===== config.mk =====
export PLATFORM = sky130hd
export DESIGN_NAME = sorted_priority_queue_unit
export DESIGN_NICKNAME = d
export VERILOG_FILES = /design/src/sv/spq_pkg.sv /design/src/sv/spq_ram.sv /design/src/sv/spq_ctrl.sv /design/src/sv/spq_dp.sv /design/src/sv/sorted_priority_queue_unit.sv
export SDC_FILE = /design/constraint.sdc
export NUM_CORES = 1
export LEC_CHECK = 0
export BUFFER_PORTS_ARGS = -buffer_cell sky130_fd_sc_hd__buf_4
export CAP_MARGIN = 20
export CORE_ASPECT_RATIO = 2
export CORE_MARGIN = 5
export CORE_UTILIZATION = 55
export DETAILED_ROUTE_END_ITERATION = 6
export GPL_TIMING_DRIVEN = 0
export PLACE_DENSITY = 0.74
export SETUP_SLACK_MARGIN = 0.4
export SKIP_LAST_GASP = 1
export SYNTH_ARGS = -nofsm -noshare
export SYNTH_HDL_FRONTEND = slang
export SYNTH_SLANG_ARGS = --single-unit

===== constraint.sdc =====
create_clock -name clock -period 16.5 [get_ports clock]
set_input_delay 1.65 -clock clock [delete_from_list [all_inputs] [get_ports clock]]
set_output_delay 1.65 -clock clock [all_outputs]
set_load 0.01 [all_outputs]

===== src/sv/spq_pkg.sv =====
`default_nettype none

package spq_pkg;

   localparam int DEPTH_DEFAULT = 4;

   localparam int FIELD_W    = 32;
   localparam int ENTRY_W    = 2 * FIELD_W;
   localparam int OCCUPY_W   = 3;

   localparam logic OP_ENQ = 1'b0;
   localparam logic OP_DEQ = 1'b1;

   typedef enum logic [1:0] {
      ST_DONE  = 2'd0,
      ST_FULL  = 2'd1,
      ST_EMPTY = 2'd2
   } rsp_status_type;

   typedef enum logic [2:0] {
      S_IDLE,
      S_ENQ_CMP,
      S_ENQ_PUT,
      S_DEQ_HEAD,
      S_DEQ_MOV,
      S_DONE,
      S_FULL,
      S_EMPTY
   } ctrl_state_type;

   typedef enum logic [2:0] {
      POS_HOLD,
      POS_COUNT,
      POS_ONE,
      POS_INC,
      POS_DEC
   } pos_op_type;

   typedef enum logic {
      WR_SHIFT,
      WR_NEW
   } wr_src_type;

   typedef enum logic {
      ADDR_POS,
      ADDR_POS_M2
   } wr_dst_type;

   typedef struct packed {
      logic           load_req;
      pos_op_type     pos_op;
      logic           wr_en;
      wr_src_type     wr_src;
      wr_dst_type     wr_dst;
      logic           latch_head;
      logic           finish;
      rsp_status_type code;
   } dp_cmd_type;

   typedef struct packed {
      logic count_zero;
      logic count_full;
      logic rank_less;
      logic pos_is_one;
      logic pos_eq_count;
      logic rsp_free;
   } dp_stat_type;

endpackage

`default_nettype wire


===== src/sv/spq_ram.sv =====
`default_nettype none

module spq_ram #(
   parameter int WIDTH = 64,
   parameter int DEPTH = 4
) (
   input  wire logic                     clock,
   input  wire logic                     wr_en,
   input  wire logic [$clog2(DEPTH)-1:0] wr_addr,
   input  wire logic [WIDTH-1:0]         wr_data,
   input  wire logic [$clog2(DEPTH)-1:0] rd_addr,
   output logic      [WIDTH-1:0]         rd_data
);

   logic [WIDTH-1:0] mem_ff [DEPTH];
   logic [WIDTH-1:0] rd_data_ff;

   always_ff @(posedge clock) begin
      if (wr_en) begin
         mem_ff[wr_addr] <= wr_data;
      end
      rd_data_ff <= mem_ff[rd_addr];
   end

   assign rd_data = rd_data_ff;

endmodule

`default_nettype wire


===== src/sv/spq_ctrl.sv =====
`default_nettype none

module spq_ctrl
   import spq_pkg::*;
(
   input  wire logic        clock,
   input  wire logic        reset,
   input  wire logic        req_valid,
   input  wire logic        req_opcode,
   output logic             req_stall,
   input  wire dp_stat_type stat,
   output dp_cmd_type       cmd
);

   ctrl_state_type state_ff;
   ctrl_state_type state_in;

   always_ff @(posedge clock) begin
      if (reset) begin
         state_ff <= S_IDLE;
      end else begin
         state_ff <= state_in;
      end
   end

   // next state
   always_comb begin
      state_in = state_ff;
      unique case (state_ff)
         S_IDLE: begin
            if (req_valid) begin
               if (req_opcode == OP_ENQ) begin
                  if (stat.count_full) begin
                     state_in = S_FULL;
                  end else if (stat.count_zero) begin
                     state_in = S_ENQ_PUT;
                  end else begin
                     state_in = S_ENQ_CMP;
                  end
               end else begin
                  state_in = stat.count_zero ? S_EMPTY : S_DEQ_HEAD;
               end
            end
         end
         S_ENQ_CMP: begin
            if (stat.rank_less) begin
               state_in = stat.pos_is_one ? S_ENQ_PUT : S_ENQ_CMP;
            end else begin
               state_in = S_ENQ_PUT;
            end
         end
         S_ENQ_PUT:  state_in = S_DONE;
         S_DEQ_HEAD: state_in = stat.pos_eq_count ? S_DONE : S_DEQ_MOV;
         S_DEQ_MOV:  state_in = stat.pos_eq_count ? S_DONE : S_DEQ_MOV;
         S_DONE, S_FULL, S_EMPTY: begin
            if (stat.rsp_free) begin
               state_in = S_IDLE;
            end
         end
         default: state_in = S_IDLE;
      endcase
   end

   // outputs
   always_comb begin
      cmd            = '0;
      cmd.pos_op     = POS_HOLD;
      cmd.wr_src     = WR_SHIFT;
      cmd.wr_dst     = ADDR_POS;
      cmd.code       = ST_DONE;
      req_stall      = 1'b1;
      unique case (state_ff)
         S_IDLE: begin
            req_stall    = 1'b0;
            cmd.load_req = req_valid;
            cmd.pos_op   = (req_opcode == OP_ENQ) ? POS_COUNT : POS_ONE;
         end
         S_ENQ_CMP: begin
            if (stat.rank_less) begin
               cmd.wr_en  = 1'b1;
               cmd.pos_op = POS_DEC;
            end
         end
         S_ENQ_PUT: begin
            cmd.wr_en  = 1'b1;
            cmd.wr_src = WR_NEW;
         end
         S_DEQ_HEAD: begin
            cmd.latch_head = 1'b1;
            cmd.pos_op     = POS_INC;
         end
         S_DEQ_MOV: begin
            cmd.wr_en  = 1'b1;
            cmd.wr_dst = ADDR_POS_M2;
            cmd.pos_op = POS_INC;
         end
         S_DONE: begin
            cmd.finish = stat.rsp_free;
         end
         S_FULL: begin
            cmd.finish = stat.rsp_free;
            cmd.code   = ST_FULL;
         end
         S_EMPTY: begin
            cmd.finish = stat.rsp_free;
            cmd.code   = ST_EMPTY;
         end
         default: begin
            req_stall = 1'b1;
         end
      endcase
   end

endmodule

`default_nettype wire


===== src/sv/spq_dp.sv =====
`default_nettype none

module spq_dp
   import spq_pkg::*;
#(
   parameter int DEPTH = DEPTH_DEFAULT
) (
   input  wire logic                      clock,
   input  wire logic                      reset,
   input  wire dp_cmd_type                cmd,
   output dp_stat_type                    stat,
   input  wire logic                      req_opcode,
   input  wire logic signed [FIELD_W-1:0] req_item_value,
   input  wire logic signed [FIELD_W-1:0] req_item_rank,
   output logic                           rsp_valid,
   input  wire logic                      rsp_stall,
   output logic [1:0]                     rsp_status,
   output logic signed [FIELD_W-1:0]      rsp_head_value,
   output logic signed [FIELD_W-1:0]      rsp_head_rank,
   output logic [OCCUPY_W-1:0]            rsp_occupancy
);

   localparam int CW = $clog2(DEPTH + 1);
   localparam int AW = $clog2(DEPTH);

   logic [CW-1:0]      count_ff, count_in;
   logic [CW-1:0]      pos_ff, pos_in;
   logic [CW-1:0]      pos_m1, pos_m2;
   logic               op_ff;
   logic [FIELD_W-1:0] val_ff, rank_ff;
   logic [FIELD_W-1:0] head_val_ff, head_rank_ff;

   logic               rsp_valid_ff, rsp_valid_in;
   rsp_status_type     rsp_status_ff;
   logic [FIELD_W-1:0] rsp_val_ff, rsp_rank_ff;
   logic [OCCUPY_W-1:0] rsp_occ_ff;

   logic               wr_en;
   logic [AW-1:0]      wr_addr, rd_addr;
   logic [ENTRY_W-1:0] wr_data, rd_data;

   always_comb begin
      unique case (cmd.pos_op)
         POS_HOLD:  pos_in = pos_ff;
         POS_COUNT: pos_in = count_ff;
         POS_ONE:   pos_in = CW'(1);
         POS_INC:   pos_in = pos_ff + CW'(1);
         POS_DEC:   pos_in = pos_ff - CW'(1);
         default:   pos_in = pos_ff;
      endcase
   end

   // read runs one step ahead: next cycle sees entry[pos_ff - 1]
   assign pos_m1  = pos_in - CW'(1);
   assign pos_m2  = pos_ff - CW'(2);
   assign rd_addr = pos_m1[AW-1:0];
   assign wr_addr = (cmd.wr_dst == ADDR_POS_M2) ? pos_m2[AW-1:0] : pos_ff[AW-1:0];
   assign wr_data = (cmd.wr_src == WR_NEW) ? {rank_ff, val_ff} : rd_data;
   assign wr_en   = cmd.wr_en;

   spq_ram #(
      .WIDTH (ENTRY_W),
      .DEPTH (DEPTH)
   ) u_store (
      .clock   (clock),
      .wr_en   (wr_en),
      .wr_addr (wr_addr),
      .wr_data (wr_data),
      .rd_addr (rd_addr),
      .rd_data (rd_data)
   );

   always_comb begin
      count_in = count_ff;
      if (cmd.finish && cmd.code == ST_DONE) begin
         count_in = (op_ff == OP_ENQ) ? count_ff + CW'(1) : count_ff - CW'(1);
      end
   end

   always_comb begin
      rsp_valid_in = rsp_valid_ff;
      if (cmd.finish) begin
         rsp_valid_in = 1'b1;
      end else if (!rsp_stall) begin
         rsp_valid_in = 1'b0;
      end
   end

   always_ff @(posedge clock) begin
      if (reset) begin
         count_ff     <= '0;
         rsp_valid_ff <= 1'b0;
      end else begin
         count_ff     <= count_in;
         rsp_valid_ff <= rsp_valid_in;
      end
   end

   always_ff @(posedge clock) begin
      pos_ff <= pos_in;
      if (cmd.load_req) begin
         op_ff        <= req_opcode;
         val_ff       <= req_item_value;
         rank_ff      <= req_item_rank;
         head_val_ff  <= '0;
         head_rank_ff <= '0;
      end else if (cmd.latch_head) begin
         head_val_ff  <= rd_data[FIELD_W-1:0];
         head_rank_ff <= rd_data[ENTRY_W-1:FIELD_W];
      end
      if (cmd.finish) begin
         rsp_status_ff <= cmd.code;
         rsp_val_ff    <= head_val_ff;
         rsp_rank_ff   <= head_rank_ff;
         rsp_occ_ff    <= OCCUPY_W'(count_in);
      end
   end

   assign stat.count_zero   = (count_ff == '0);
   assign stat.count_full   = (count_ff == CW'(DEPTH));
   assign stat.rank_less    = ($signed(rank_ff) < $signed(rd_data[ENTRY_W-1:FIELD_W]));
   assign stat.pos_is_one   = (pos_ff == CW'(1));
   assign stat.pos_eq_count = (pos_ff == count_ff);
   assign stat.rsp_free     = !rsp_valid_ff || !rsp_stall;

   assign rsp_valid      = rsp_valid_ff;
   assign rsp_status     = rsp_status_ff;
   assign rsp_head_value = rsp_val_ff;
   assign rsp_head_rank  = rsp_rank_ff;
   assign rsp_occupancy  = rsp_occ_ff;

endmodule

`default_nettype wire


===== src/sv/sorted_priority_queue_unit.sv =====
// Priority queue of up to DEPTH (value, rank) entries kept sorted by ascending signed
// rank in a single-port-write, registered-read RAM; equal ranks keep arrival order.
// opcode 0 inserts, 1 removes the head. Each transaction gives one response with
// status, the removed entry (zero unless a dequeue succeeded) and the new count.
// One transaction is in flight at a time. An enqueue walks back from the tail,
// comparing ranks: each entry that ranks after the new one is moved back one
// place, and the walk ends at the first entry that does not, or at the head; an
// empty queue takes no compare. A dequeue latches the head and then moves each
// remaining entry forward one place. The walk over the RAM moves one entry per
// cycle. A finished response sits in an output register, so a stalled
// response does not block the accept of the next request.
`default_nettype none

module sorted_priority_queue_unit
   import spq_pkg::*;
#(
   parameter int DEPTH = DEPTH_DEFAULT
) (
   input  wire logic                      clock,
   input  wire logic                      reset,
   input  wire logic                      req_valid,
   output logic                           req_stall,
   input  wire logic                      req_opcode,
   input  wire logic signed [FIELD_W-1:0] req_item_value,
   input  wire logic signed [FIELD_W-1:0] req_item_rank,
   output logic                           rsp_valid,
   input  wire logic                      rsp_stall,
   output logic [1:0]                     rsp_status,
   output logic signed [FIELD_W-1:0]      rsp_head_value,
   output logic signed [FIELD_W-1:0]      rsp_head_rank,
   output logic [OCCUPY_W-1:0]            rsp_occupancy
);

   dp_cmd_type  cmd;
   dp_stat_type stat;

   spq_ctrl u_ctrl (
      .clock      (clock),
      .reset      (reset),
      .req_valid  (req_valid),
      .req_opcode (req_opcode),
      .req_stall  (req_stall),
      .stat       (stat),
      .cmd        (cmd)
   );

   spq_dp #(
      .DEPTH (DEPTH)
   ) u_dp (
      .clock          (clock),
      .reset          (reset),
      .cmd            (cmd),
      .stat           (stat),
      .req_opcode     (req_opcode),
      .req_item_value (req_item_value),
      .req_item_rank  (req_item_rank),
      .rsp_valid      (rsp_valid),
      .rsp_stall      (rsp_stall),
      .rsp_status     (rsp_status),
      .rsp_head_value (rsp_head_value),
      .rsp_head_rank  (rsp_head_rank),
      .rsp_occupancy  (rsp_occupancy)
   );

endmodule

`default_nettype wire


### Word level (Yosys, flattened, before mapping)

Memory sizes are Yosys's and may differ from the RTL's. A register that Yosys moved wholly into a read port is not among the register bits.
Cells that the tools add are included.

* $add $sub $neg: 6
* order comparisons: 1
* reduce and logical (&&, ||, !) cells: 11
* $mul: 0
* shifts and indexed selects: 0
* div/mod/pow operators: 0
* multiplexer cells: 30
* equal/unequal tests: 17
* bitwise operators: 0

Operator list (count)
* $mux W64: 1
* $lt A32 B32 Y1: 1
* $mux W3: 8
* $eq A3 B3 Y1 const B: 6
* $pmux W3 S5: 1
* $eq A3 B2 Y1 const B: 4
* $pmux W3 S4: 1
* $mux W1: 11
* $eq A3 B1 Y1 const B: 3
* $pmux W3 S3: 1
* $mux W2: 4
* $add A3 B1 Y3 const B: 2
* $logic_not A3 Y1: 2
* $sub A3 B1 Y3 const B: 2
* $mux W4: 1
* $ne A2 B1 Y1 const B: 2
* $pmux W2 S2: 1
* $reduce_or A2 Y1: 2
* $eq A3 B3 Y1: 1
* $reduce_or A3 Y1: 1
* $logic_not A1 Y1: 2
* $logic_not A2 Y1: 1
* $ne A2 B2 Y1 const B: 1
* $pmux W1 S2: 1
* 5 further kinds: 5

* register bits: 208
* word-level logic and storage cells: 79
* latch bits: 0
* memory bits (writable): 256
* memories: 1
* memory bits (read-only): 0

Memory list
* u_dp.u_store.mem_ff: depth 4, width 64, rd ports 1, clocked after Yosys merged registers in 1, wr ports 1, line spq_ram.sv:15 `logic [WIDTH-1:0] mem_ff [DEPTH];`

### Depth between registers and ports, before layout

Gate-level depths: netlist of run 1.

* word-level depth: 6
* mapped depth: 12

### Hierarchy

Synthesis of run 1 repeated with hierarchy kept, for this count alone.

* cell total of the unflattened synthesis: 1073
* area total of the unflattened synthesis: 19253.5 µm²

By module, submodules not included
* spq_ram: cells an instance 402, instances 1, area an instance 10622.7 µm²
* spq_dp: cells an instance 620, instances 1, area an instance 8266.7 µm²
* spq_ctrl: cells an instance 51, instances 1, area an instance 364.1 µm²

### Worst setup path before layout of run 1

Ideal clock, no wire load.

* path kind: input to register
* start: input port rsp_stall
* end: register u_dp.count_ff[2]
* path buffers: 0
* slack: 10.464 ns
* cell stages on the path: 5
* arrival time: 5.971 ns
* path through: a21oi_1 nor2b_1 and2_1 xor2_1 nor2b_1

* cells in the longest elaborated chain, start to end: 5

Ends and longest elaborated chain
* from (decl): line sorted_priority_queue_unit.sv:27 `input wire logic rsp_stall,`
* $logic_not A1 Y1
* $logic_or A1 B1 Y1: line spq_dp.sv:124 `assign stat.rsp_free = !rsp_valid_ff || !rsp_stall;`
* $mux W1: line spq_ctrl.sv:72 `unique case (state_ff)`
* $logic_and A1 B1 Y1: line spq_dp.sv:75 `if (cmd.finish && cmd.code == ST_DONE) begin`
* $mux W3: line spq_dp.sv:75
* named net u_dp.count_in[2]: line spq_dp.sv:26 `logic [CW-1:0] count_ff, count_in;`
* to (signal assigned): line spq_dp.sv:94 `count_ff <= count_in;`
* to (decl): line spq_dp.sv:26

The timed path passes the listed nets, and every way through them passes these cells.
A chain may end at the register's enable or synchronous reset.

### Worst setup path in the final report of run 1

* start: register u_dp.rank_ff[27]
* end: memory u_dp.u_store.mem_ff[1][27], enable pin

* cells in the longest elaborated chain, start to end: 5

Ends and longest elaborated chain
* from (decl): line spq_dp.sv:30 `logic [FIELD_W-1:0] val_ff, rank_ff;`
* from (signal assigned): line spq_dp.sv:104 `rank_ff <= req_item_rank;`
* $lt A32 B32 Y1: line spq_dp.sv:121 `assign stat.rank_less = ($signed(rank_ff) < $signed(rd_data[ENTRY_W-1:FIELD_W]));`
* $mux W4: line spq_ctrl.sv:79 `if (stat.rank_less) begin`
* $pmux W1 S2: line spq_ctrl.sv:72
* $mux W1: line spq_ram.sv:19 `if (wr_en) begin`
* $mux W1 (not written as such): line spq_ram.sv:20 `mem_ff[wr_addr] <= wr_data;`
* to (decl): line spq_ram.sv:15

Every way passes these cells.

==> results of run 1 <==
==> logic make-up (layout without fill, tap and decap cells) <==
family	count (synthesis)	after routing
AOI/OAI and AO/OA	153	153
DFF	528	528
muxes	228	228
and+or+nand+nor	228	228
adders and majority gates	35	35
xor gates and xnor gates	9	9
buffers and inverters	99	334
==> critical path, cell delays in order, from the launching register on <==
cell and delay, ns:
edfxtp_1 0.48, ha_1 0.35, nand4_1 0.19, nor3_1 0.08, a221oi_1 0.35, nand4b_1 0.20
o21ai_4 0.35, nand3_1 0.24, o22a_1 0.33, nor2_4 0.72, buf_12 0.29, buf_12 0.21
==> routing by layer <==
metal	track usage	share of wire	vias to the layer above
li1	-	-	5092
met1	0.209	0.36	5367
met2	0.394	0.58	224
met3	0.0271	0.034	72
met4	0.0708	0.032	0
met5	0	0	-
==> sequential cells by signal (all words and copies together), names as in the netlist, 32 cells and up <==
signal,cells
u_dp.rsp_head_value,32
u_dp.val_ff,32
u_dp.head_rank_ff,32
u_dp.u_store.rd_data,64
u_dp.rank_ff,32
u_dp.rsp_head_rank,32
u_dp.u_store.mem_ff,256
u_dp.head_val_ff,32
==> power breakdown <==
part,leakage (nW),internal (W),switching [W],total [W]
clock network,0.709,0.000569,0.000462,0.00103
registers,4.74,0.00208,0.000177,0.00226
logic,3.13,0.000903,0.00120,0.00210
total,8.58,0.00355,0.00184,0.00539
==> stage by stage <==
step	util	hold slack [ns]	instances	worst slack (ns)	total power [W]
2_1_floorplan	-	0.408	1280	10.46	0.00377
3_3_place_gp	0.599	0.413	1869	8.03	0.00432
3_5_place_dp	0.607	0.415	1880	12.37	0.00440
4_1_cts	0.648	0.430	1965	12.31	0.00544
5_1_grt	0.648	0.435	1965	12.24	0.00568
6_report	0.648	0.429	1965	12.40	0.00539
==> cell type report <==
| cell class | count | area, um^2 | share of cell area |
|---|---|---|---|
| plain buffers | 57 | 382 | 0.0166 |
| clock buffers | 63 | 1300 | 0.0563 |
| clock inverters | 22 | 158 | 0.00684 |
| inverters | 42 | 158 | 0.00684 |
| multi-input cells | 653 | 4720 | 0.205 |
| flip-flops and latches | 528 | 14500 | 0.629 |
| well taps | 450 | 563 | 0.0244 |
| repair buffers | 150 | 1270 | 0.0552 |
==> final timing paths <==
| check | startpoint | endpoint | slack, ns | depth (start not counted) |
|---|---|---|---|---|
| min reg2reg | u_dp.head_rank_ff[8]$_SDFFE_PP0N_ | u_dp.rsp_head_rank[8]$_DFFE_PP_ | 0.43 | 0 |
| min | u_dp.head_rank_ff[8]$_SDFFE_PP0N_ | u_dp.rsp_head_rank[8]$_DFFE_PP_ | 0.43 | 0 |
| max | u_dp.rank_ff[27]$_DFFE_PP_ | u_dp.u_store.mem_ff[1][27]$_DFFE_PP_ | 12.40 | 11 |
| max reg2reg | u_dp.rank_ff[27]$_DFFE_PP_ | u_dp.u_store.mem_ff[1][27]$_DFFE_PP_ | 12.40 | 11 |
==> cell usage in the layout, fill, tap and decap left out, types with 34 or more instances in the layout <==
cell	synthesis	final
a21oi_1	85	84
dfxtp_1	137	137
clkbuf_1	31	40
buf_4	1	140
ha_1	34	34
clkbuf_16	0	47
mux2i_1	194	194
inv_1	40	40
nand2_1	177	177
o21ai_0	42	42
edfxtp_1	391	391
==> impl_metrics.yaml, run 1 <==
worst_setup_path:
  cp.arrival_ns: 4.37
  worst-path-max-fanout: 23
  worst_setup_path_start_kind: "register"
  worstSetupEndpointType: "register"
  setup.worst_path.class: "reg -> reg"
  critical_path_required_ns: 16.76
yosys:
  synth.area.mux_share: 0.119
  yosysWarnings: 0
  synthTopCellsByCount: "edfxtp_1 (391), mux2i_1 (194), nand2_1 (177), dfxtp_1 (137), a21oi_1 (85)"
  netlist_area_mm2: 0.0197
  synthSimpleGateAreaFrac: 0.0488
  async_reset_ff_frac: 0
  synth_top_family_by_area: "multiplexers"
  synth-seq-cells: 528
  synth_top_area_share: 0.596
  post-synth-top-area-cell: "edfxtp_1"
  main_synth_ff_type: "edfxtp_1"
  synth_top_cells_by_area: "edfxtp_1 (60%), dfxtp_1 (14%), mux2i_1 (9.9%)"
  share_of_synthesized_cell_area_in_full_adder_half_adder_and_majority_cells: 0.0226
  synthMostInstantiatedCell: "edfxtp_1"
  synth_sequential_area_ratio: 0.735
  post_synth_inst_count: 1280
  synth_compound_area_frac: 0.0436
  synth.distinct_cells: 51
  synth-edff-count: 391
  mappedNetlistNets: 1384
  synth-xor-area-share: 0.00400
  synth.avg_cell_area_um2: 15.4
clock_tree:
  cts_root_buf: "clkbuf_16"
  cts_setup_buffers: 0
  ctsHoldBuffers: 0
  tritoncts.num_buffers: 46
  clock_tree_from_tritoncts: "yes"
  clock_tree.htree_level_count: 2
  cts-root-to-sink-buffers: 3
  worst_skew_late_latency_ns: 0.57
  cts.sinks: 528
  post_cts_resized: 0
  worst_setup_hold_path_clk_slew_ns: 0.07
cells_and_area:
  final_nets: 1582
  layout_cell_share_with_drive_strength_beyond_1: 0.190
  nFillCells: 2579
  diodes: 0
  design_area_mm2: 0.0230
  flow.area_growth_from_synthesis_pct: 16.9
sta:
  grt_setup_unrepaired: "no"
  worst_clock_skew_ns: 0.0161
  tightest_slew_ns: 1.21
  report.final.hold_viol_count: 0
  count_of_final_max_slew_check_failures: 0
  tns_ns: 0
  maxSlewHeadroom: 0.193
  maxClockFrequency_ghz: 0.244
  post-route-min-period_ns: 4.10
  timing.final.crit_share: 0.249
  finalSetupViolations: 0
routing:
  drt-total-wl_um: 40000
  via_per_inst: 5.47
  final_antenna_net_count: 0
  detail_route.first_pass.iterations: 4
  detail_route.iter0.violations: 419
  drc: 0
  vias: 10800
  route.detailed.wl_per_inst_um: 20.4
grt:
  vias_in_the_first_global_route: 11300
  wire_length_of_the_first_global_routing_pass_um: 61100
  largest_net_degree_at_the_start_of_global_routing: 40
  global_route.usage.total: 0.200
  grt_overflow: 0
  antenna_found_initial: 0
floorplanning:
  floorplan.io_pins: 140
  coreArea_mm2: 0.0356
  initial_cell_density_of_the_core: 0.554
  floorplan.die.height_um: 278
  design.die.area_mm2: 0.0399
  die_w_um: 144
  placementRows: 98
outcome:
  outcome: "completed"
place:
  port_buffers: 139
  final_wtd_congestion: 0.868
  place_area_mm2: 0.0216
  detailed_placer_s_ending_hpwl_um: 27000
pwr:
  power_density_mw_per_mm2: 234
  vdd_ir_drop_max_mv: 0.190
  leakagePower_nw: 8.58
run:
  cap_violations: 0
hold_path:
  worstHoldPathType: "reg -> reg"
(Power assumes the default switching activity.)
==> inputs of run 2 (changes only) <==
--- a/config.mk
+++ b/config.mk
@@ -9,10 +9,10 @@
 export CAP_MARGIN = 20
 export CORE_ASPECT_RATIO = 2
 export CORE_MARGIN = 5
-export CORE_UTILIZATION = 55
+export CORE_UTILIZATION = 54
 export DETAILED_ROUTE_END_ITERATION = 6
 export GPL_TIMING_DRIVEN = 0
-export PLACE_DENSITY = 0.74
+export PLACE_DENSITY = 0.75
 export SETUP_SLACK_MARGIN = 0.4
 export SKIP_LAST_GASP = 1
 export SYNTH_ARGS = -nofsm -noshare
==> constraint.sdc (replaced) <==
create_clock -name clock -period 3.36 [get_ports clock]
set_input_delay 0.336 -clock clock [delete_from_list [all_inputs] [get_ports clock]]
set_output_delay 0.336 -clock clock [all_outputs]
set_load 0.01 [all_outputs]
==> impl_metrics.yaml, run 2 (same netlist as run 1, synthesis figures left out) <==
worst_setup_path:
  setup.worst_path.class: "reg -> reg"
  critical-path-max-stage-delay_ns: 0.43
  cp.arrival_ns: 3.84
  critical_path_required_ns: 3.79
  worstSetupEndpointType: "register"
  rr_endpoint: "u_dp.u_store.rd_data[58]$_DFF_P_"
  r2r.worst_path.cells: 13
  worst_setup_path_start_kind: "register"
  reg2reg_slack_ns: -0.04
  timing.critical_path.cells: "buf_2 > inv_1 > ha_1 > inv_1 > a22o_1 > a32oi_1 > o21ai_1 > mux2i_4 > buf_6 > buf_12 > buf_12 > mux2i_2 > mux2i_1"
  crit-reg2reg-launch: "u_dp.pos_ff[0]$_DFF_P_"
  critical_path.slowest_cell: "ha_1"
  worst-path-max-fanout: 10
place:
  final_wtd_congestion: 0.861
  detailed_placer_s_ending_hpwl_um: 27200
  detailedPlace.worstSlack_ns: -0.733
  port_buffers: 139
  place_area_mm2: 0.0216
cells_and_area:
  area_of_all_sequential_standard_cells_mm2: 0.0145
  design_area_mm2: 0.0260
  layout.cells.most_common: "edfxtp_1"
  registers.top_by_ff_count: "u_dp.u_store.mem_ff"
  final_nets: 1745
  layout_cell_share_with_drive_strength_beyond_1: 0.249
  diodes: 0
  largest_register_ffs: 256
  nFillCells: 2157
  flow.area_growth_from_synthesis_pct: 31.9
  multi_input_area_mm2: 0.00498
  layout_common_cells: "edfxtp_1 (391), mux2i_1 (181), nand2_1 (176)"
sta:
  timing.final.crit_share: 1.01
  grt_setup_unrepaired: "yes"
  postLayoutSetupSlackWorst_ns: -0.0442
  tightest_slew_ns: 1.04
  post-route-min-period_ns: 3.40
  count_of_final_max_slew_check_failures: 0
  maxSlewHeadroom: 0.305
  finalSetupViolations: 2
  report.final.hold_viol_count: 0
  worst_clock_skew_ns: 0.0192
  maxClockFrequency_ghz: 0.294
  tns_ns: -0.0776
floorplanning:
  die_w_um: 145
  floorplan.die.height_um: 280
  design.die.area_mm2: 0.0406
  initial_cell_density_of_the_core: 0.543
  floorplan.io_pins: 140
  placementRows: 99
  coreArea_mm2: 0.0363
clock_tree:
  worst_setup_hold_path_clk_slew_ns: 0.07
  cts_root_buf: "clkbuf_16"
  cts-root-to-sink-buffers: 3
  clock_tree_from_tritoncts: "yes"
  worst_skew_late_latency_ns: 0.57
  clock_tree.htree_level_count: 2
  tritoncts.num_buffers: 45
  cts.sinks: 528
outcome:
  violations: "negative setup slack"
  outcome: "finished, violations left"
routing:
  via_per_inst: 5.66
  route.detailed.wl_per_inst_um: 23.6
  vias: 12100
  detail_route.iter0.violations: 978
  drc: 0
  detail_route.first_pass.iterations: 5
  drt-total-wl_um: 50400
  final_antenna_net_count: 0
hold_path:
  launch_point_of_the_worst_hold_path: "req_opcode"
  min_path_cells: 1
  worst_hold_path.endpoint: "u_dp.op_ff$_DFFE_PP_"
  worstHoldPathType: "in -> reg"
pwr:
  p_int_w: 0.0211
  sw_frac_of_total: 0.342
  pwr-share-comb: 0.480
  power.clock.fraction: 0.171
  leakagePower_nw: 9.83
  power.share.sequential: 0.349
  p_switching_w: 0.0110
  power_density_mw_per_mm2: 1240
  vdd_ir_drop_max_mv: 0.764
grt:
  largest_net_degree_at_the_start_of_global_routing: 40
  antenna_found_initial: 0
  vias_in_the_first_global_route: 12500
  wire_length_of_the_first_global_routing_pass_um: 70100
  grt_overflow: 0
  global_route.usage.total: 0.221
run:
  cap_violations: 0
run 2: changes by cell type in the layout (fill, tap and decap cells not counted), moves of 14 or more:
| cell | before | now |
|---|---|---|
| buf_16 | 1 | 15 |
| clkbuf_16 | 47 | 80 |
| buf_4 | 140 | 158 |
| dlygate4sd3_1 | 0 | 65 |
| buf_12 | 10 | 39 |
run 2: how the worst max path moves through the flow:
stage / start / end / slack, ns / depth (start not counted)
finish: u_dp.pos_ff[0]$_DFF_P_ / u_dp.u_store.rd_data[58]$_DFF_P_ / -0.04 / 13
detailed placement: u_dp.u_store.rd_data[49]$_DFF_P_ / u_dp.u_store.mem_ff[2][37]$_DFFE_PP_ / -0.73 / 12
global route: u_dp.pos_ff[0]$_DFF_P_ / u_dp.u_store.rd_data[58]$_DFF_P_ / -0.11 / 13
floorplan: u_dp.rank_ff[26]$_DFFE_PP_ / u_dp.u_store.mem_ff[1][0]$_DFFE_PP_ / -0.08 / 9
CTS: u_dp.rank_ff[22]$_DFFE_PP_ / u_dp.u_store.mem_ff[3][24]$_DFFE_PP_ / 0.16 / 13
global placement: u_dp.u_store.rd_data[51]$_DFF_P_ / u_dp.u_store.mem_ff[1][12]$_DFFE_PP_ / -1.35 / 10
run 2: per-stage QoR:
step,hold slack (ns),utilization,power (W),cells
after floorplan,0.405,-,0.0185,1280
after global placement,0.412,0.589,0.0211,1873
after detailed placement,0.415,0.596,0.0217,1885
after CTS,0.0159,0.694,0.0298,2098
after global routing,0.0281,0.716,0.0333,2131
final,0.0259,0.716,0.0321,2131
run 2: repair_timing:
item	in CTS	in global routing
hold buffers	65	0
gates cloned	18	22
setup buffers	47	11
endpoints found under the setup margin	344	490
pin swaps	19	13
hold endpoints to repair	70	0
resized for setup	94	34
run 2: cell type report:
| cell class | count | share of cell area |
|---|---|---|
| Inverter | 42 | 0.00607 |
| Sequential cell | 528 | 0.557 |
| Tap cell | 454 | 0.0219 |
| Buffer | 57 | 0.0215 |
| Multi-Input combinational cell | 657 | 0.192 |
| Timing Repair Buffer | 310 | 0.141 |
| Clock buffer | 63 | 0.0515 |
| Clock inverter | 20 | 0.00939 |
run 2: power groups by stage:
stage / Combinational, W / Sequential [W] / Clock, W
floorplan: 0.00747 / 0.0110 / 0
global placement: 0.00984 / 0.0112 / 0
detailed placement: 0.0104 / 0.0112 / 0
CTS: 0.0132 / 0.0111 / 0.00552
global route: 0.0161 / 0.0114 / 0.00584
finish: 0.0154 / 0.0112 / 0.00549
run 2: routing by layer:
layer  vias up  routed length, um  global-route usage
li1       5435                  -                   -
met1      5950              17200               0.238
met2       527              27500               0.422
met3       156               2740              0.0276
met4         0               2930               0.107
met5         -                  0                   0
run 2: critical path: cells and delay by family (launching register included):
family	cells	cell delay [ns]
AOI/OAI and AO/OA	3	0.49
muxes	3	0.70
DFF	1	0.40
adders and majority gates	1	0.43
buffers and inverters	6	1.26
==> inputs of run 3 (changes only) <==
--- a/config.mk
+++ b/config.mk
@@ -7,12 +7,14 @@
 export LEC_CHECK = 0
 export BUFFER_PORTS_ARGS = -buffer_cell sky130_fd_sc_hd__buf_4
 export CAP_MARGIN = 20
+export CELL_PAD_IN_SITES_DETAIL_PLACEMENT = 0
+export CELL_PAD_IN_SITES_GLOBAL_PLACEMENT = 2
 export CORE_ASPECT_RATIO = 2
 export CORE_MARGIN = 5
-export CORE_UTILIZATION = 54
+export CORE_UTILIZATION = 39
 export DETAILED_ROUTE_END_ITERATION = 6
 export GPL_TIMING_DRIVEN = 0
-export PLACE_DENSITY = 0.75
+export PLACE_DENSITY_LB_ADDON = 0.1
 export SETUP_SLACK_MARGIN = 0.4
 export SKIP_LAST_GASP = 1
 export SYNTH_ARGS = -nofsm -noshare
==> impl_metrics.yaml, run 3 (same netlist as run 1, synthesis figures left out) <==
pwr:
  fin_total_pwr_w: 0.0317
  power_density_mw_per_mm2: 1200
  power.clock.fraction: 0.180
  p_int_w: 0.0210
  pwr-share-comb: 0.471
  p_switching_w: 0.0106
  vdd_ir_drop_max_mv: 0.546
  leakagePower_nw: 9.93
  sw_frac_of_total: 0.336
  power.share.sequential: 0.350
cells_and_area:
  layout_cell_share_with_drive_strength_beyond_1: 0.258
  diodes: 0
  area_of_all_sequential_standard_cells_mm2: 0.0145
  registers.top_by_ff_count: "u_dp.u_store.mem_ff"
  layout.cells.most_common: "edfxtp_1"
  layoutNonFillerInstCount: 2352
  largest_register_ffs: 256
  layout_common_cells: "edfxtp_1 (391), mux2i_1 (187), nand2_1 (177)"
  nFillCells: 4203
  multi_input_area_mm2: 0.00494
  final_nets: 1766
  flow.area_growth_from_synthesis_pct: 33.7
  design_area_mm2: 0.0263
clock_tree:
  clock_tree.htree_level_count: 2
  cts-root-to-sink-buffers: 3
  cts_root_buf: "clkbuf_16"
  clock_tree_from_tritoncts: "yes"
  cts.sinks: 528
  tritoncts.num_buffers: 49
  worst_skew_late_latency_ns: 0.59
  worst_setup_hold_path_clk_slew_ns: 0.07
grt:
  largest_net_degree_at_the_start_of_global_routing: 56
  grt_overflow: 0
  wire_length_of_the_first_global_routing_pass_um: 72100
  antenna_found_initial: 0
  global_route.usage.total: 0.173
  vias_in_the_first_global_route: 11800
routing:
  drc: 0
  detail_route.iter0.violations: 453
  detail_route.first_pass.iterations: 5
  met1_length_um: 19200
  via_per_inst: 4.87
  route.top_layer_used: "met4"
  detailed_routed_wire_length_on_met2_um: 29700
  drt-total-wl_um: 52300
  vias: 11400
  final_antenna_net_count: 0
  route.detailed.wl_per_inst_um: 22.2
  wl_met3_um: 1810
floorplanning:
  die_w_um: 169
  coreArea_mm2: 0.0501
  floorplan.die.height_um: 328
  design.die.area_mm2: 0.0554
  placementRows: 116
  initial_cell_density_of_the_core: 0.393
  floorplan.io_pins: 140
place:
  detailedPlace.worstSlack_ns: -0.803
  port_buffers: 139
  place_area_mm2: 0.0220
  placedCellCount: 2085
  detailed_placer_s_ending_hpwl_um: 30200
  final_wtd_congestion: 0.755
worst_setup_path:
  critical_path_required_ns: 3.83
  worstSetupEndpointType: "register"
  worst-path-max-fanout: 6
  cp.arrival_ns: 3.67
  worst_setup_path_start_kind: "register"
  setup.worst_path.class: "reg -> reg"
sta:
  holdWs_ns: 0.0754
  post-route-min-period_ns: 3.20
  worst_clock_skew_ns: 0.0259
  postLayoutSetupSlackWorst_ns: 0.164
  report.final.hold_viol_count: 0
  timing.final.crit_share: 0.951
  count_of_final_max_slew_check_failures: 0
  tightest_slew_ns: 0.957
  finalSetupViolations: 0
  maxSlewHeadroom: 0.360
  maxClockFrequency_ghz: 0.313
  grt_setup_unrepaired: "yes"
hold_path:
  worstHoldPathType: "in -> reg"
run:
  cap_violations: 0
outcome:
  outcome: "completed"
[run 3: changes by cell type in the layout (fill, tap and decap cells not counted), sizes merged]
| cell | delta |
|---|---|
| buf | +22 |
| bufbuf | +4 |
| clkbuf | +3 |
| nor2 | -2 |
| bufinv | -1 |
| clkinv | -1 |
| dlygate4sd3 | +1 |
[run 3: final timing paths]
kind	end	depth (start not counted)	startpoint	slack (ns)
setup / recovery	u_dp.u_store.rd_data[36]$_DFF_P_	13	u_dp.rank_ff[24]$_DFFE_PP_	0.16
hold / removal	u_dp.rsp_valid$_SDFFE_PP0P_	3	rsp_stall	0.08
setup reg to reg	u_dp.u_store.rd_data[36]$_DFF_P_	13	u_dp.rank_ff[24]$_DFFE_PP_	0.16
hold reg to reg	u_dp.rsp_head_rank[19]$_DFFE_PP_	0	u_dp.head_rank_ff[19]$_SDFFE_PP0N_	0.42
[run 3: layer usage]
layer / global-route usage / vias to the layer above
met4: 0.0622 / 0
li1: - / 5456
met3: 0.0234 / 77
met2: 0.336 / 227
met5: 0 / -
met1: 0.189 / 5686
[run 3: power groups by stage]
stage               registers [W]  logic (W)  clock network (W)
floorplan                  0.0110    0.00747                  0
global placement           0.0112     0.0104                  0
detailed placement         0.0112     0.0109                  0
CTS                        0.0111     0.0121            0.00586
global route               0.0113     0.0159            0.00609
finish                     0.0111     0.0149            0.00569
[run 3: layout make-up]
| class | count | area share |
|---|---|---|
| Buffer | 57 | 0.0185 |
| Inverter | 42 | 0.00599 |
| Tap cell | 649 | 0.0308 |
| Timing Repair Buffer | 329 | 0.145 |
| Clock buffer | 74 | 0.0548 |
| Clock inverter | 18 | 0.00736 |
| Sequential cell | 528 | 0.550 |
| Multi-Input combinational cell | 655 | 0.187 |
[run 3: what timing repair did]
action,4_1_cts,5_1_grt
resized for setup,27,88
hold endpoints to repair,72,0
hold buffers,66,0
setup endpoints to repair,442,450
setup buffers,29,44
pin swaps,13,12
gates cloned,12,24
[run 3: through the flow]
step	TNS (ns)	utilization
detailed placement	-81.71	0.439
CTS	0	0.501
global route	0	0.526
global placement	-470.78	0.432
floorplan	-19.22	-
finish	0	0.526
[run 3: worst max-delay path, stage by stage (launching register included)]
cell	delay [ns]
edfxtp_1	0.41
ha_1	0.30
nand4_1	0.23
nor3_2	0.09
a221oi_2	0.31
nand4b_1	0.18
o21ai_4	0.27
buf_6	0.17
mux2i_4	0.28
buf_6	0.16
clkbuf_16	0.19
buf_12	0.14
mux2i_2	0.22
mux2i_1	0.11
